===== src/hw/rtl/chxy_pkg.sv =====
// Shared types, constants and the arctangent table for the compass heading block.
// No dependencies; every other file refers to this package by scoped names.
`default_nettype none

package chxy_pkg;

  // Number of CORDIC rotation cells in the chain (legal range 8 to 24).
  localparam int CordicStages = 16;
  localparam int StageIdxW    = (CordicStages > 1) ? $clog2(CordicStages) : 1;

  // Datapath widths.
  localparam int FieldW     = 16;
  localparam int InputShift = 14;
  localparam int XyW        = 32;   // |x|,|y| stay below 1.65 * sqrt(2) * 2^29
  localparam int ZW         = 19;   // |z| stays below 2^18 (Q16 radians)
  localparam int ZFracDrop  = 3;    // Q16 -> Q13
  localparam int SumW       = 17;
  localparam int WrapW      = 18;

  // Angle constants.
  localparam int PiQ13      = 25736;
  localparam int TwoPiQ13   = 51472;
  localparam int HalfPiQ16  = 102944;
  localparam int Deg360Q7   = 46080;

  // Degrees = floor((h * 46080 + 25736) / 51472), reduced by the common factor 16
  // and computed as a multiply by a rounded-up reciprocal (exact for n < 2^28).
  localparam int DegMul   = Deg360Q7 / 16;
  localparam int DegDen   = TwoPiQ13 / 16;
  localparam int DegBias  = (TwoPiQ13 / 2) / 16;
  localparam int NW       = 28;
  localparam int DegShift = 40;
  localparam int RecipW   = 29;
  localparam int ProdW    = NW + RecipW;
  localparam logic [RecipW-1:0] DegRecip =
      RecipW'(((64'd1 << DegShift) + 64'(DegDen) - 64'd1) / 64'(DegDen));

  typedef struct packed {
    logic signed [FieldW-1:0] field_x;
    logic signed [FieldW-1:0] field_y;
  } in_item_t;

  typedef struct packed {
    logic [FieldW-1:0] heading_radians;
    logic [FieldW-1:0] heading_degrees;
  } out_item_t;

  // What one cell hands to the next.
  typedef struct packed {
    logic                  valid;
    logic                  zero;
    logic signed [XyW-1:0] x;
    logic signed [XyW-1:0] y;
    logic signed [ZW-1:0]  z;
  } cell_t;

  // atan(2^-i) in Q16 radians, rounded to nearest; zero past the table.
  function automatic logic signed [ZW-1:0] atan_q16(input logic [StageIdxW-1:0] idx);
    logic signed [ZW-1:0] a;
    a = '0;
    unique case (int'(idx))
      0:       a = ZW'(51472);
      1:       a = ZW'(30386);
      2:       a = ZW'(16055);
      3:       a = ZW'(8150);
      4:       a = ZW'(4091);
      5:       a = ZW'(2047);
      6:       a = ZW'(1024);
      7:       a = ZW'(512);
      8:       a = ZW'(256);
      9:       a = ZW'(128);
      10:      a = ZW'(64);
      11:      a = ZW'(32);
      12:      a = ZW'(16);
      13:      a = ZW'(8);
      14:      a = ZW'(4);
      15:      a = ZW'(2);
      16:      a = ZW'(1);
      default: a = '0;
    endcase
    return a;
  endfunction

endpackage

`default_nettype wire


===== src/hw/rtl/chxy_prerot.sv =====
// Entry cell: scales the raw axis pair and folds the left half plane by +-pi/2.
// Depends on chxy_pkg.
`default_nettype none

module chxy_prerot (
  input  wire logic              clk_i,
  input  wire logic              rst_ni,
  input  wire logic              en_i,
  input  wire logic              valid_i,
  input  wire chxy_pkg::in_item_t data_i,
  output chxy_pkg::cell_t        cell_o
);

  logic signed [chxy_pkg::XyW-1:0] xs, ys;
  chxy_pkg::cell_t cell_d, cell_q;

  always_comb begin
    xs = chxy_pkg::XyW'(data_i.field_x) <<< chxy_pkg::InputShift;
    ys = chxy_pkg::XyW'(data_i.field_y) <<< chxy_pkg::InputShift;
    cell_d.valid = valid_i;
    cell_d.zero  = (data_i.field_x == '0) && (data_i.field_y == '0);
    cell_d.x     = xs;
    cell_d.y     = ys;
    cell_d.z     = '0;
    if (xs < 0) begin
      if (ys >= 0) begin
        cell_d.x = ys;
        cell_d.y = -xs;
        cell_d.z = chxy_pkg::ZW'(chxy_pkg::HalfPiQ16);
      end else begin
        cell_d.x = -ys;
        cell_d.y = xs;
        cell_d.z = chxy_pkg::ZW'(-chxy_pkg::HalfPiQ16);
      end
    end
  end

  always_ff @(posedge clk_i or negedge rst_ni) begin
    if (!rst_ni) begin
      cell_q <= '0;
    end else if (en_i) begin
      cell_q <= cell_d;
    end
  end

  assign cell_o = cell_q;

endmodule

`default_nettype wire


===== config.mk =====
export PLATFORM = sky130hd
export DESIGN_NAME = chxy_prerot
export DESIGN_NICKNAME = d
export VERILOG_FILES = /design/src/hw/rtl/chxy_pkg.sv /design/src/hw/rtl/chxy_prerot.sv
export SDC_FILE = /design/constraint.sdc
export NUM_CORES = 1
export LEC_CHECK = 0
export ABC_AREA = 1
export BUFFER_PORTS_ARGS = -buffer_cell sky130_fd_sc_hd__buf_4
export CORE_MARGIN = 2
export CORE_UTILIZATION = 35
export CTS_CLUSTER_SIZE = 40
export DETAILED_ROUTE_END_ITERATION = 7
export PLACE_DENSITY = 0.59
export SYNTH_ARGS = -nofsm -noshare
export SYNTH_HDL_FRONTEND = slang
export SYNTH_SLANG_ARGS = --single-unit

===== constraint.sdc =====
create_clock -name clk_i -period 0.8 [get_ports clk_i]
set_input_delay 0.12 -clock clk_i [delete_from_list [all_inputs] [get_ports clk_i]]
set_output_delay 0.12 -clock clk_i [all_outputs]
set_load 0.01 [all_outputs]

==> key figures <==
Status
  – Run status: finished with violations
  – Failing checks: setup timing

Setup path
  – Crit-path slowest cell: dfrtp_2
  – CP Buf/Inv Count: 1
  – Crit. End Element: primary output
  – Worst path required time: 0.68 ns
  – Worst EP arrival: 0.92 ns
  – Reg2Reg Setup Slack: -0.07 ns
  – Maximum fanout along the worst path: 10
  – CP delay by family, top: flip-flops
  – Critical Path Source Type: flip-flop
  – Reg2reg start: cell_o[68]
  – Reg2Reg Depth: 4
  – Worst R2R End: cell_o[68]
  – Crit-path cells: buf_4
  – CP Depth: 1
  – WS Path Type: reg2out
  – Slowest stage delay, CP: 0.47 ns

Min path
  – Hold depth: 3
  – Hold path start: valid_i
  – Worst min path class: in2reg
  – Hold endpoint: cell_o[84]

Synthesis
  – Ranking of synthesized cells by area: dfrtp_1 (35%), nand2_1 (16%), buf_4 (11%)
  – Dominant synthesized flop cell: dfrtp_1
  – Post-Synthesis Cell Area: 0.002913 mm2
  – Post-synth EDFFs: 0
  – Area share of the largest cell type after synthesis: 35.22%
  – Area leader, netlist: dfrtp_1
  – Count leader, synth: nand2_1
  – Sequential fraction of the synthesis area: 35.22%
  – Cell variety after synth: 25
  – Syn. warnings: 0
  – Syn_area_per_cell: 6.635 um2
  – Post-synth top cells: nand2_1 (126), buf_4 (44), dfrtp_1 (41), nor2_1 (41), inv_1 (40)
  – Async set-reset flop share out of synthesis: 100.0%
  – Post-Syn Instances: 439
  – Seq cells post-synth: 41

Clocking
  – H-Tree Depth: 2
  – Inserted Clock Buffers: 5
  – Clock-pin slew of the registers on the worst-case setup and hold paths: 0.08 ns
  – Clock Latency Late Sink: 0.29 ns
  – Clock sinks: 41
  – Root buffer cell: clkbuf_8
  – CTS tree: built
  – Maximum buffer depth of the clock tree: 2

Layout
  – Nets: 637
  – Finished Layout Cells: 705
  – Ant diodes: 0
  – Share of layout cells above drive strength 1: 46.83%
  – Area Growth Syn to Fin: 71.99%
  – Filler cells: 747
  – Max reg flops: 41
  – Post-Route Utilization: 61.59%

Detailed routing
  – Drt wl/cell: 13.46 um
  – Final wirelength: 9486 um
  – WL met2: 4587 um
  – DRT iter0 DRCs: 130
  – Max Used Layer: met4
  – WL met3: 492 um
  – Met1 WL: 4236 um
  – Post-DR vias/cell: 4.596
  – Post-route ant nets: 0
  – Residual DRC: 0
  – Vias: 3240
  – DR pass1 iterations: 4

STA
  – RSZ-0062 raised after global routing: true
  – Clock Skews: 0 ns
  – F_max: 958.1 MHz
  – Final hold violation count: 0
  – Final WS setup: -0.2437 ns
  – Final setup fails: 66
  – Tmin final: 1.044 ns
  – Final Max Tran Viols: 0
  – Final worst path period share: 130.5%
  – Setup TNS: -9.060 ns

Power and ir drop
  – PwrDens: 1282 mW/mm2
  – Design Power: 6.422 mW
  – Max VDD drop: 0.0005564 V
  – Lkg Pwr: 2.566 nW

Global routing
  – Largest net degree at the start of global routing: 42
  – Antenna violations before repair: 0
  – Overall routing resource usage: 21.52%
  – Vias in the first global route: 3068
  – Overflow after GRT: 0
  – Global-route wire length before repair: 15020 um

Placed design
  – Hpwl dp: 7081 um
  – Port bufs: 87
  – DP Cell Count: 663
  – Placement Setup Slack: -0.5491 ns
  – Routability cong.: 0.8603

Floorplanning
  – Num rows: 33
  – Die ar.: 0.009068 mm2
  – Starting Density: 35.81%
  – Die Wd: 95.23 um
  – Ports: 121
  – Placeable Area: 0.008134 mm2
  – Die height: 95.23 um

Run
  – Max cap viols: 0
placed cells by master, fill, tap and decap left out, types with 15 or more instances in the layout:
cell type / count
dfrtp_1: 39
nor2_1: 19
conb_1: 33
nand2_1: 102
nand3_1: 19
inv_1: 29
o21ai_0: 15
a21oi_1: 33
buf_6: 57
buf_4: 116
nand2_2: 17
layer usage:
layer	GRT usage, %	up-vias
met2	35.92	106
met1	28.58	1485
li1	-	1638
met5	0	-
met3	3.320	11
met4	6.763	0
layout make-up:
class | count | area, um2 | share of cell area [%]
Multi-Input combinational cell | 325 | 1827 | 36.46
Timing Repair Buffer | 184 | 1708 | 34.09
Sequential cell | 41 | 1028 | 20.53
Inverter | 42 | 214.0 | 4.271
Tap cell | 105 | 131.4 | 2.622
Clock buffer | 7 | 96.34 | 1.923
Clock inverter | 1 | 5.005 | 0.09990
per-stage QoR:
step                instance area [um2]  hold slack, ns
global route                       5010         0.04507
CTS                                4733         0.02239
detailed placement                 4073          0.1034
finish                             5010         0.03252
global placement                   4073         0.09496
floorplan                          3193         -0.1756
how the worst max path moves through the flow:
stage	start	endpoint	slack (ns)
after floorplan	data_i[17]	cell_o[41]	-0.13
after global placement	data_i[22]	cell_o[46]	-0.46
after detailed placement	data_i[1]	cell_o[77]	-0.55
after CTS	cell_o[17]	cell_o[11]	-0.25
after global routing	cell_o[17]	cell_o[6]	-0.29
final	cell_o[17]	cell_o[11]	-0.24
power by group:
part	internal (mW)	switching (mW)	total, mW
combinational	1.28	1.17	2.45
clock	0.781	0.751	1.53
sequential	2.28	0.168	2.44
worst min-delay path, cell delays in order:
cell     delay (ns)
buf_4          0.08
nand2_1        0.04
nand2_1        0.06
kinds of logic after synthesis:
| family | count (synthesis) | share of synthesized area (%) |
|---|---|---|
| flops | 41 | 35.22 |
| xor+xnor | 4 | 1.203 |
| fa+ha+maj | 2 | 0.8590 |
| other cells | 1 | 0.1287 |
| buf+inv | 105 | 19.80 |
| simple gates | 208 | 28.82 |
| compound gates | 78 | 13.96 |
repair_timing:
item	in CTS	in global routing
endpoints found under the setup margin	76	80
hold buffers	1	0
setup buffers	19	16
pin swaps	34	44
resized for setup	114	51
endpoints found under the hold margin	41	0
Note: power is estimated with default switching activity, not from simulation.
