<file path="config.mk">
export PLATFORM = sky130hd
export DESIGN_NAME = chxy_post
export DESIGN_NICKNAME = d
export VERILOG_FILES = /design/src/hw/rtl/chxy_pkg.sv /design/src/hw/rtl/chxy_post.sv
export SDC_FILE = /design/constraint.sdc
export NUM_CORES = 1
export LEC_CHECK = 0
export ABC_AREA = 1
export BUFFER_PORTS_ARGS = -buffer_cell sky130_fd_sc_hd__buf_2
export CAP_MARGIN = 20
export CORE_MARGIN = 3
export CORE_UTILIZATION = 30
export CTS_CLUSTER_DIAMETER = 80
export DETAILED_ROUTE_END_ITERATION = 8
export GPL_ROUTABILITY_DRIVEN = 0
export SYNTH_ARGS = -nofsm -noshare
export SYNTH_HDL_FRONTEND = slang
export SYNTH_SLANG_ARGS = --single-unit
</file>
<file path="constraint.sdc">
create_clock -name clk_i -period 5.67 [get_ports clk_i]
set_input_delay 1.134 -clock clk_i [delete_from_list [all_inputs] [get_ports clk_i]]
set_output_delay 1.134 -clock clk_i [all_outputs]
set_load 0.03 [all_outputs]
</file>
<file path="src/hw/rtl/chxy_pkg.sv">
// Shared types, constants and the arctangent table for the compass heading block.
// No dependencies; every other file refers to this package by scoped names.
`default_nettype none

package chxy_pkg;

  // Number of CORDIC rotation cells in the chain (legal range 8 to 24).
  localparam int CordicStages = 16;
  localparam int StageIdxW    = (CordicStages > 1) ? $clog2(CordicStages) : 1;

  // Datapath widths.
  localparam int FieldW     = 16;
  localparam int InputShift = 14;
  localparam int XyW        = 32;   // |x|,|y| stay below 1.65 * sqrt(2) * 2^29
  localparam int ZW         = 19;   // |z| stays below 2^18 (Q16 radians)
  localparam int ZFracDrop  = 3;    // Q16 -> Q13
  localparam int SumW       = 17;
  localparam int WrapW      = 18;

  // Angle constants.
  localparam int PiQ13      = 25736;
  localparam int TwoPiQ13   = 51472;
  localparam int HalfPiQ16  = 102944;
  localparam int Deg360Q7   = 46080;

  // Degrees = floor((h * 46080 + 25736) / 51472), reduced by the common factor 16
  // and computed as a multiply by a rounded-up reciprocal (exact for n < 2^28).
  localparam int DegMul   = Deg360Q7 / 16;
  localparam int DegDen   = TwoPiQ13 / 16;
  localparam int DegBias  = (TwoPiQ13 / 2) / 16;
  localparam int NW       = 28;
  localparam int DegShift = 40;
  localparam int RecipW   = 29;
  localparam int ProdW    = NW + RecipW;
  localparam logic [RecipW-1:0] DegRecip =
      RecipW'(((64'd1 << DegShift) + 64'(DegDen) - 64'd1) / 64'(DegDen));

  typedef struct packed {
    logic signed [FieldW-1:0] field_x;
    logic signed [FieldW-1:0] field_y;
  } in_item_t;

  typedef struct packed {
    logic [FieldW-1:0] heading_radians;
    logic [FieldW-1:0] heading_degrees;
  } out_item_t;

  // What one cell hands to the next.
  typedef struct packed {
    logic                  valid;
    logic                  zero;
    logic signed [XyW-1:0] x;
    logic signed [XyW-1:0] y;
    logic signed [ZW-1:0]  z;
  } cell_t;

  // atan(2^-i) in Q16 radians, rounded to nearest; zero past the table.
  function automatic logic signed [ZW-1:0] atan_q16(input logic [StageIdxW-1:0] idx);
    logic signed [ZW-1:0] a;
    a = '0;
    unique case (int'(idx))
      0:       a = ZW'(51472);
      1:       a = ZW'(30386);
      2:       a = ZW'(16055);
      3:       a = ZW'(8150);
      4:       a = ZW'(4091);
      5:       a = ZW'(2047);
      6:       a = ZW'(1024);
      7:       a = ZW'(512);
      8:       a = ZW'(256);
      9:       a = ZW'(128);
      10:      a = ZW'(64);
      11:      a = ZW'(32);
      12:      a = ZW'(16);
      13:      a = ZW'(8);
      14:      a = ZW'(4);
      15:      a = ZW'(2);
      16:      a = ZW'(1);
      default: a = '0;
    endcase
    return a;
  endfunction

endpackage

`default_nettype wire

</file>
<file path="src/hw/rtl/chxy_post.sv">
// Tail cells: angle to Q3.13 with clamp, declination add, wrap, radians to degrees.
// Four registered steps. Depends on chxy_pkg.
`default_nettype none

module chxy_post (
  input  wire logic                               clk_i,
  input  wire logic                               rst_ni,
  input  wire logic                               en_i,
  input  wire chxy_pkg::cell_t                    cell_i,
  input  wire logic signed [chxy_pkg::FieldW-1:0] decl_i,
  output logic                                    valid_o,
  output chxy_pkg::out_item_t                     item_o
);

  logic [3:0] valid_q;

  // step 1: round, clamp, add declination
  logic signed [chxy_pkg::ZW-1:0]     zr;
  logic signed [chxy_pkg::FieldW-1:0] ang;
  logic signed [chxy_pkg::SumW-1:0]   sum_d, sum_q;

  always_comb begin
    zr = (cell_i.z + chxy_pkg::ZW'(4)) >>> chxy_pkg::ZFracDrop;
    if (cell_i.zero) begin
      ang = '0;
    end else if (zr > chxy_pkg::ZW'(chxy_pkg::PiQ13)) begin
      ang = chxy_pkg::FieldW'(chxy_pkg::PiQ13);
    end else if (zr < chxy_pkg::ZW'(-chxy_pkg::PiQ13)) begin
      ang = chxy_pkg::FieldW'(-chxy_pkg::PiQ13);
    end else begin
      ang = zr[chxy_pkg::FieldW-1:0];
    end
    sum_d = chxy_pkg::SumW'(ang) + chxy_pkg::SumW'(decl_i);
  end

  // step 2: single wrap into [0, 2pi]; exactly 2pi is kept
  logic signed [chxy_pkg::WrapW-1:0] wrap;
  logic [chxy_pkg::FieldW-1:0]       h_d, h_q, h2_q, h3_q;

  always_comb begin
    wrap = chxy_pkg::WrapW'(sum_q);
    if (wrap < 0) begin
      wrap = wrap + chxy_pkg::WrapW'(chxy_pkg::TwoPiQ13);
    end else if (wrap > chxy_pkg::WrapW'(chxy_pkg::TwoPiQ13)) begin
      wrap = wrap - chxy_pkg::WrapW'(chxy_pkg::TwoPiQ13);
    end
    h_d = wrap[chxy_pkg::FieldW-1:0];
  end

  // step 3: scaled numerator; step 4: reciprocal multiply
  logic [chxy_pkg::NW-1:0]     n_d, n_q;
  logic [chxy_pkg::ProdW-1:0]  prod;
  logic [chxy_pkg::FieldW-1:0] deg_q;

  assign n_d  = chxy_pkg::NW'(h2_q) * chxy_pkg::NW'(chxy_pkg::DegMul)
              + chxy_pkg::NW'(chxy_pkg::DegBias);
  assign prod = chxy_pkg::ProdW'(n_q) * chxy_pkg::ProdW'(chxy_pkg::DegRecip);

  always_ff @(posedge clk_i or negedge rst_ni) begin
    if (!rst_ni) begin
      valid_q <= '0;
    end else if (en_i) begin
      valid_q <= {valid_q[2:0], cell_i.valid};
    end
  end

  always_ff @(posedge clk_i) begin
    if (en_i) begin
      sum_q <= sum_d;
      h2_q  <= h_d;
      n_q   <= n_d;
      h3_q  <= h2_q;
      h_q   <= h3_q;
      deg_q <= prod[chxy_pkg::DegShift +: chxy_pkg::FieldW];
    end
  end

  assign item_o  = '{heading_radians: h_q, heading_degrees: deg_q};
  assign valid_o = valid_q[3];

endmodule

`default_nettype wire

</file>
==> flow_metrics.py, run 1 <==
metrics = {
    "placed_design": {
        "io_buffers": 70,
        "hpwl_um": 44580,
        "dpl_worst_slack_ns": -0.4806,
    },
    "routing": {
        "routedWlPerCell_um": 15.17,
        "vias_per_cell": 4.493,
        "vias": 15410,
        "drc_errors": 0,
        "drtIter0Drc": 704,
        "dr.pass1.iters": 5,
        "wirelength_um": 52020,
        "ant_nets": 0,
    },
    "timing": {
        "setup_violations": 16,
        "hold_viol": 0,
        "maxSlewViolCount": 0,
        "slew_headroom": 0.5869,
        "max_freq_ghz": 0.1703,
        "finClkSkew_ns": 0.02220,
        "finalCriticalPeriod_ns": 5.873,
        "rsz0062_at_grt": "yes",
        "setup_slack_ns": -0.2032,
        "tightest_slew_ns": 0.6197,
        "finalCritPeriodShare": 1.036,
    },
    "clock_network": {
        "clkSlewWorstSetupHoldPaths_ns": 0.10,
        "cts_max_path_buffers": 2,
        "clock_latency_ns": 0.40,
        "cts_hold_buf": 0,
        "cts_tree": "yes",
        "root_buffer": "clkbuf_16",
        "clkSinkCount": 107,
        "numCtsBuffers": 9,
        "cts_max_level": 3,
    },
    "critical_path": {
        "critPathBufInv": 6,
        "startpoint_type": "flip-flop",
        "cp_slowest_cell": "fa_2",
        "crit_chain": "buf_6 -> fa_2 -> buf_6 -> fa_1 -> inv_2 -> fa_2 -> fa_1 -> fa_2 -> inv_2 -> fa_2 -> fa_1 -> ha_4 -> buf_6 -> nand2_4 -> buf_6 -> nor3_2 -> nand3_1 -> o21bai_2 -> nand3_1 -> nand2_1",
        "worstPathMaxFanout": 3,
        "max_stage_delay_ns": 0.59,
        "end_kind": "flip-flop",
        "crit_type": "flip-flop to flip-flop",
        "path_delay_family": "adder cells",
        "cp.required_ns": 5.82,
        "cp_data_arrival_time_ns": 6.02,
    },
    "synthesis": {
        "synthMuxAreaShare": 0.001162,
        "synth-edff-count": 103,
        "synth_cells": 2275,
        "yosysWarnings": 0,
        "syn-num-nets": 2942,
        "netlist_area_mm2": 0.01938,
        "synth_top_family_by_area": "adder cells",
        "synth_seq_cells": 107,
        "synth_adder_area_share": 0.4604,
        "synth_cell_types": 44,
        "synth_xor_area_frac": 0.02925,
        "synth_compound_gate_area_share": 0.05682,
        "synthSimpleGateAreaFrac": 0.1644,
        "async_flop_share": 0.03738,
        "ys_seq_area_frac": 0.1648,
        "synthFlopType": "edfxtp_1",
        "avgSynthCellArea_um2": 8.518,
    },
    "grt": {
        "antenna_found_initial": 3,
        "grt_max_degree": 54,
        "top_usage_layer": "met2",
        "grtUsageMet2": 0.2662,
        "grt.met3_usage": 0.02892,
        "grt_pass1_vias": 15760,
        "grt_first_pass_wirelength_um": 82920,
        "grt_use_met1": 0.2073,
        "overflow": 0,
        "grt.total_usage": 0.1573,
    },
    "floorplan": {
        "chipWidth_um": 260.2,
        "die_y_um": 260.2,
        "start_util": 0.3050,
        "rows": 92,
        "design.core.area_mm2": 0.06354,
        "die_area_mm2": 0.06768,
        "ios": 137,
    },
    "min_path": {
        "hold_class": "flip-flop to flip-flop",
    },
    "cells_and_area": {
        "layout-drive-gt1-share": 0.2501,
        "utilization": 0.3818,
        "n_antenna_cell": 0,
        "area_growth_pct": 25.18,
        "final_common_cell": "inv_1",
        "layout_common_cells": "inv_1, nand2_1, ha_1, fa_1, buf_4",
        "nNetsFinal": 3245,
    },
    "outcome": {
        "violations": "setup timing",
        "status": "finished, violations left",
    },
    "job": {
        "cap_viol_max_count": 0,
    },
}
cells in the mapped netlist, types with 3 or more instances:
cell type / number / area share
nor2_4: 10 / 0.0058
nand3_1: 90 / 0.023
a21boi_0: 6 / 0.0023
inv_2: 5 / 0.00097
inv_1: 626 / 0.12
nand2_2: 15 / 0.0048
fa_1: 250 / 0.26
o21bai_1: 13 / 0.0050
o21ai_0: 52 / 0.013
dfrtp_1: 4 / 0.0052
nand3_2: 8 / 0.0041
nor3_1: 25 / 0.0065
o21a_1: 4 / 0.0015
nor2_1: 134 / 0.026
xor2_1: 50 / 0.023
nor4_1: 7 / 0.0023
a21oi_1: 84 / 0.022
o21ai_1: 4 / 0.0010
nand2_4: 7 / 0.0041
ha_1: 313 / 0.20
edfxtp_1: 103 / 0.16
xnor2_1: 11 / 0.0050
nand2_1: 370 / 0.072
o31ai_1: 3 / 0.0012
nor2_2: 14 / 0.0045
a21o_1: 8 / 0.0031
o211ai_1: 4 / 0.0015
and2_1: 5 / 0.0016
nand4_1: 22 / 0.0071
a31oi_1: 11 / 0.0036
worst paths after layout:
| check | start | endpoint | slack (ns) | cells after the start |
|---|---|---|---|---|
| hold / removal | h3_q[10] | h_q[10] | 0.41 | 0 |
| setup / recovery | n_q[9] | deg_q[14] | -0.20 | 20 |
| min in group asynchronous | rst_ni | valid_q[1] | 0.54 | 1 |
| setup reg to reg | n_q[9] | deg_q[14] | -0.20 | 20 |
| max in group asynchronous | rst_ni | valid_q[3] | 5.02 | 1 |
| hold reg to reg | h3_q[10] | h_q[10] | 0.41 | 0 |
flip-flops by register name, summed over array words and instances, names as in the netlist:
signal / cells
n_q: 22
sum_q: 17
deg_q: 16
h2_q: 16
h3_q: 16
h_q: 16
valid_q: 4
cells by family (layout without fill, tap and decap cells):
logic type	Yosys count	in the layout
AO/OA/AOI/OAI	195	195
XOR/XNOR	63	63
adder cells (fa/ha/maj)	563	563
buffers and inverters	634	942
flip-flops	107	107
multiplexers	2	2
AND/OR/NAND/NOR	711	711
what timing repair did:
action | CTS | global route
gates resized for setup | 248 | 130
gates cloned | 0 | 0
pin swaps | 111 | 94
buffers inserted | 23 | 10
endpoints found under the hold margin | 0 | 0
endpoints found under the setup margin | 16 | 16
layout make-up:
class | instances | area [um2]
Tap cell | 846 | 1059
Inverter | 631 | 2376
Sequential cell | 107 | 3193
Clock buffer | 10 | 239.0
Timing Repair Buffer | 295 | 2125
Multi-Input combinational cell | 1534 | 15210
Clock inverter | 6 | 55.05
Fill cell | 6449 | 39280
layer usage:
metal  share of wire  up-vias
met5         0.00052        -
li1                -     7675
met4           0.022        4
met2            0.48      272
met3           0.046       67
met1            0.45     7389
per-stage QoR:
stage	TNS [ns]	hold WS, ns	std cells	instance area, um2
floorplan	0	0.4003	2275	19380
global placement	-4.975	0.4043	3381	22220
detailed placement	-5.318	0.4071	3381	22220
CTS	-1.277	0.4150	3420	23670
global route	-4.737	0.4207	3429	24260
finish	-2.116	0.4103	3429	24260
Power of run 1 is left out: the tool's default activity adds up to more than one toggle a clock period on the data nets, which glitch-free logic cannot reach.
==> run 2, diff against run 1 <==
--- a/config.mk
+++ b/config.mk
@@ -5,7 +5,6 @@
 export SDC_FILE = /design/constraint.sdc
 export NUM_CORES = 1
 export LEC_CHECK = 0
-export ABC_AREA = 1
 export BUFFER_PORTS_ARGS = -buffer_cell sky130_fd_sc_hd__buf_2
 export CAP_MARGIN = 20
 export CORE_MARGIN = 3
==> run 2 against run 1 <==
Sequential cell count unchanged; critical endpoint is now deg_q[9]; global-route usage decreased by 1.9 points; worst hold slack improved by 0.012 ns; fmax decreased by 7.6%; critical path type unchanged; count of clock-buffer cells in the layout decreased by 1; design area decreased by 15%; setup slack got worse by 0.48 ns; the run still ends with setup timing left.
==> flow_metrics.py, run 2 <==
metrics = {
    "routing": {
        "routedWlPerCell_um": 15.16,
        "drc_errors": 0,
        "ant_nets": 0,
        "wirelength_um": 40020,
        "vias_per_cell": 4.467,
        "dr.pass1.iters": 5,
        "vias": 11790,
        "drtIter0Drc": 551,
    },
    "timing": {
        "rsz0062_at_grt": "yes",
        "tightest_slew_ns": 0.6742,
        "maxSlewViolCount": 0,
        "setup_slack_ns": -0.6880,
        "slew_headroom": 0.5505,
        "finalCritPeriodShare": 1.121,
        "max_freq_ghz": 0.1573,
        "finalCriticalPeriod_ns": 6.358,
        "setup_violations": 16,
        "finClkSkew_ns": 0.01141,
        "hold_slack_ns": 0.4227,
        "hold_viol": 0,
    },
    "synthesis": {
        "avgSynthCellArea_um2": 10.54,
        "synth_cells": 1617,
        "syn-num-nets": 2284,
        "async_flop_share": 0.03738,
        "netlist_area_mm2": 0.01705,
        "synth_seq_cells": 107,
        "ys_seq_area_frac": 0.1873,
        "yosys.area.top_type": "fa_1",
        "synth-edff-count": 103,
        "synth_cell_types": 73,
        "netlist_top_cells_count": "inv_1, ha_1, fa_1",
        "synthFlopType": "edfxtp_1",
        "synth_most_common_cell": "inv_1",
        "yosysWarnings": 0,
        "synth_top_area_frac": 0.2935,
        "synth_area_leaders": "fa_1, ha_1, edfxtp_1",
    },
    "clock_network": {
        "cts_max_level": 3,
        "root_buffer": "clkbuf_16",
        "cts_tree": "yes",
        "cts_max_path_buffers": 2,
        "clock_latency_ns": 0.38,
        "clkSlewWorstSetupHoldPaths_ns": 0.08,
        "clkSinkCount": 107,
        "cts_hold_buf": 0,
        "numCtsBuffers": 9,
    },
    "critical_path": {
        "cp_common_cell": "fa_1",
        "crit_type": "flip-flop to flip-flop",
        "path_delay_family": "adder cells",
        "startpoint_type": "flip-flop",
        "end_kind": "flip-flop",
        "reg2regPathDepth": 21,
        "r2r_end": "deg_q[9]",
        "cp.required_ns": 5.81,
        "cp_data_arrival_time_ns": 6.50,
        "critPathBufInv": 4,
        "max_stage_delay_ns": 0.57,
        "crit_chain": "fa_2 -> fa_1 -> inv_1 -> fa_1 -> fa_1 -> fa_1 -> inv_2 -> fa_1 -> inv_1 -> fa_1 -> inv_2 -> ha_4 -> a21oi_4 -> o21bai_1 -> a21oi_1 -> o21ai_1 -> or3b_4 -> o22ai_4 -> o21bai_2 -> a2111o_1 -> and3_1",
        "r2r_start": "n_q[14]",
        "r2r_setup_slack_ns": -0.69,
        "worstPathMaxFanout": 3,
        "startpoint": "n_q[14]",
        "cp_slowest_cell": "fa_1",
    },
    "cells_and_area": {
        "final_cells": 2639,
        "layout_common_cells": "inv_1, ha_1, fa_1, buf_4, edfxtp_1",
        "nNetsFinal": 2553,
        "n_antenna_cell": 0,
        "max_flop_register": "n_q",
        "utilization": 0.3707,
        "layout-drive-gt1-share": 0.2062,
        "area_growth_pct": 20.94,
        "largest_reg_flops": 22,
        "largestRegisters": "n_q: 22 flops, sum_q: 17 flops",
        "final_common_cell": "inv_1",
    },
    "grt": {
        "antenna_found_initial": 0,
        "grt.total_usage": 0.1379,
        "grt_first_pass_wirelength_um": 64980,
        "overflow": 0,
        "grt_pass1_vias": 12850,
        "grt_max_degree": 49,
    },
    "floorplan": {
        "rows": 86,
        "die_area_mm2": 0.05973,
        "start_util": 0.3065,
        "die_y_um": 244.4,
        "design.core.area_mm2": 0.05563,
        "chipWidth_um": 244.4,
        "ios": 137,
    },
    "min_path": {
        "min_from": "h3_q[13]",
        "hold_depth": 0,
        "hold_class": "flip-flop to flip-flop",
        "whs_endpoint": "h_q[13]",
    },
    "outcome": {
        "violations": "setup timing",
        "status": "finished, violations left",
    },
    "placed_design": {
        "place_inst": 2601,
        "hpwl_um": 34910,
        "io_buffers": 70,
    },
    "job": {
        "cap_viol_max_count": 0,
    },
}
==> run 2: logic make-up after synthesis <==
family,share of synthesized area
buffers and inverters,0.1010
xor gates and xnor gates,0.05210
DFF,0.1873
muxes,0.003816
and+or+nand+nor,0.05834
adders and majority gates,0.5232
AOI/OAI and AO/OA,0.07419
==> run 2: routing by layer <==
layer,vias to the layer above,share of wire,GRT usage
met5,-,0,0
met1,5748,0.44,0.1710
met2,247,0.48,0.2373
met3,43,0.055,0.03235
met4,0,0.028,0.04263
li1,5750,-,-
==> run 2: stage by stage <==
stage          TNS [ns]  cell area (um2)  setup WS (ns)
2_1_floorplan    -3.487            17160        -0.4952
3_3_place_gp     -10.71            19720        -0.9438
3_5_place_dp     -11.46            19720         -1.005
4_1_cts          -7.821            20380        -0.6409
5_1_grt          -11.59            20620        -0.8881
6_report         -8.157            20620        -0.6880
==> run 2: how the worst max path moves through the flow <==
stage                end  cells past startpoint
2_1_floorplan   deg_q[9]                     21
3_3_place_gp   deg_q[15]                     25
3_5_place_dp   deg_q[15]                     22
4_1_cts         deg_q[9]                     21
5_1_grt         deg_q[9]                     20
6_report        deg_q[9]                     21
==> run 2: what timing repair did <==
item | 4_1_cts | 5_1_grt
endpoints found under the setup margin | 16 | 16
resized for setup | 48 | 34
pin swaps | 54 | 28
setup buffers | 14 | 8
==> run 2: area by class of cell <==
cell class / count / area [um2]
clock buffers: 9 / 225.2
fillers: 5482 / 35010
multi-input cells: 1052 / 12630
well taps: 748 / 935.9
clock inverters: 7 / 87.58
inverters: 449 / 1685
repair buffers: 267 / 1866
flip-flops and latches: 107 / 3193
Power of run 2 is left out for the same reason.
==> run 3, diff against run 2 <==
==> constraint.sdc (replaced) <==
create_clock -name clk_i -period 7.9 [get_ports clk_i]
set_input_delay 1.58 -clock clk_i [delete_from_list [all_inputs] [get_ports clk_i]]
set_output_delay 1.58 -clock clk_i [all_outputs]
set_load 0.03 [all_outputs]
==> run 3 against run 2 <==
The flow now finishes without violations; design area is 9.1% lower; clock skew is 0.0043 ns higher; setup slack better by 1.2 ns; count of clock-buffer cells in the layout unchanged; fmax shrank 14%; global-route usage decreased by 1.1 points; highest routed layer unchanged.
==> flow_metrics.py, run 3 (synthesized netlist as in run 2, its figures left out) <==
metrics = {
    "outcome": {
        "status": "completed",
    },
    "critical_path": {
        "crit_type": "flip-flop to flip-flop",
        "startpoint": "n_q[13]",
        "cp_data_arrival_time_ns": 7.52,
        "crit_path_end": "deg_q[15]",
        "r2r_start": "n_q[13]",
        "max_stage_delay_ns": 0.63,
        "worstPathMaxFanout": 7,
        "cp.required_ns": 8.05,
        "startpoint_type": "flip-flop",
        "cp_slowest_cell": "edfxtp_1",
        "r2r_end": "deg_q[15]",
        "end_kind": "flip-flop",
        "reg2regPathDepth": 25,
        "r2r_setup_slack_ns": 0.53,
        "cp_common_cell": "fa_1",
    },
    "timing": {
        "max_freq_ghz": 0.1356,
        "setup_violations": 0,
        "finalCritPeriodShare": 0.9332,
        "rsz0062_at_grt": "no",
        "maxSlewViolCount": 0,
        "setup_slack_ns": 0.5277,
        "tightest_slew_ns": 0.8981,
        "slew_headroom": 0.4012,
        "finClkSkew_ns": 0.01570,
        "finalCriticalPeriod_ns": 7.372,
        "hold_slack_ns": 0.4229,
        "tns_ns": 0,
        "hold_viol": 0,
    },
    "clock_network": {
        "clkSinkCount": 107,
        "clock_latency_ns": 0.39,
        "postCtsSetupBuffers": 0,
        "cts_max_level": 3,
        "numCtsBuffers": 9,
        "root_buffer": "clkbuf_16",
        "cts_max_path_buffers": 2,
        "cts_tree": "yes",
        "cts_hold_buf": 0,
        "clkSlewWorstSetupHoldPaths_ns": 0.10,
        "cts.repair.resized": 0,
    },
    "cells_and_area": {
        "final_common_cell": "inv_1",
        "layout-drive-gt1-share": 0.07373,
        "largestRegisters": "n_q: 22 flops, sum_q: 17 flops",
        "layout_common_cells": "inv_1, ha_1, fa_1, edfxtp_1, buf_2",
        "n_fill_cell": 5652,
        "n_antenna_cell": 0,
        "utilization": 0.3368,
        "max_flop_register": "n_q",
        "nNetsFinal": 2371,
        "area_growth_pct": 9.907,
        "largest_reg_flops": 22,
    },
    "routing": {
        "vias": 11060,
        "vias_per_cell": 4.500,
        "dr.pass1.iters": 5,
        "ant_nets": 0,
        "routedWlPerCell_um": 14.82,
        "drtIter0Drc": 538,
        "drc_errors": 0,
        "wirelength_um": 36420,
    },
    "grt": {
        "overflow": 0,
        "antenna_found_initial": 0,
        "grt.total_usage": 0.1273,
        "grt_pass1_vias": 12050,
        "grt_first_pass_wirelength_um": 60670,
        "grt_max_degree": 73,
    },
    "floorplan": {
        "die_y_um": 244.4,
        "start_util": 0.3065,
        "chipWidth_um": 244.4,
        "rows": 86,
        "design.core.area_mm2": 0.05563,
        "die_area_mm2": 0.05973,
        "ios": 137,
    },
    "job": {
        "cap_viol_max_count": 0,
    },
    "placed_design": {
        "io_buffers": 70,
        "dpl_worst_slack_ns": 0.5270,
        "hpwl_um": 31920,
    },
    "min_path": {
        "hold_class": "flip-flop to flip-flop",
        "min_from": "h3_q[13]",
    },
}
run 3: routing by layer:
layer  part of all wire  up-vias  GRT usage
li1                   -     5384          -
met1               0.45     5452     0.1628
met2               0.49      189     0.2215
met3              0.048       31    0.02675
met4              0.017        0    0.02743
met5                  0        -          0
run 3: worst max-delay path, delay by kind of cell (launching register included):
family / cells / cell delay [ns]
AND/OR/NAND/NOR: 2 / 0.34
flip-flops: 1 / 0.63
buffers and inverters: 8 / 0.69
XOR/XNOR: 1 / 0.09
AO/OA/AOI/OAI: 6 / 1.55
adder cells (fa/ha/maj): 8 / 3.83
run 3: layout make-up:
class	count	area (um2)	share of cell area
multi-input combinational	1052	12130	0.6475
timing repair buffer	85	462.9	0.02470
sequential	107	3193	0.1704
inverter	449	1685	0.08994
tap	748	935.9	0.04994
clock buffer	9	225.2	0.01202
clock inverter	7	102.6	0.005475
run 3: metrics by stage:
stage	instance area, um2	instances
finish	18740	2457
detailed placement	18410	2440
global placement	18410	2440
CTS	18730	2456
global route	18740	2457
floorplan	17050	1617
run 3: worst min path at each step:
stage	endpoint	cells after the start
2_1_floorplan	h_q[0]	0
3_5_place_dp	h_q[13]	0
4_1_cts	h_q[13]	0
6_report	h_q[13]	0
3_3_place_gp	h_q[7]	0
5_1_grt	h_q[0]	0
Power of run 3 is left out for the same reason.
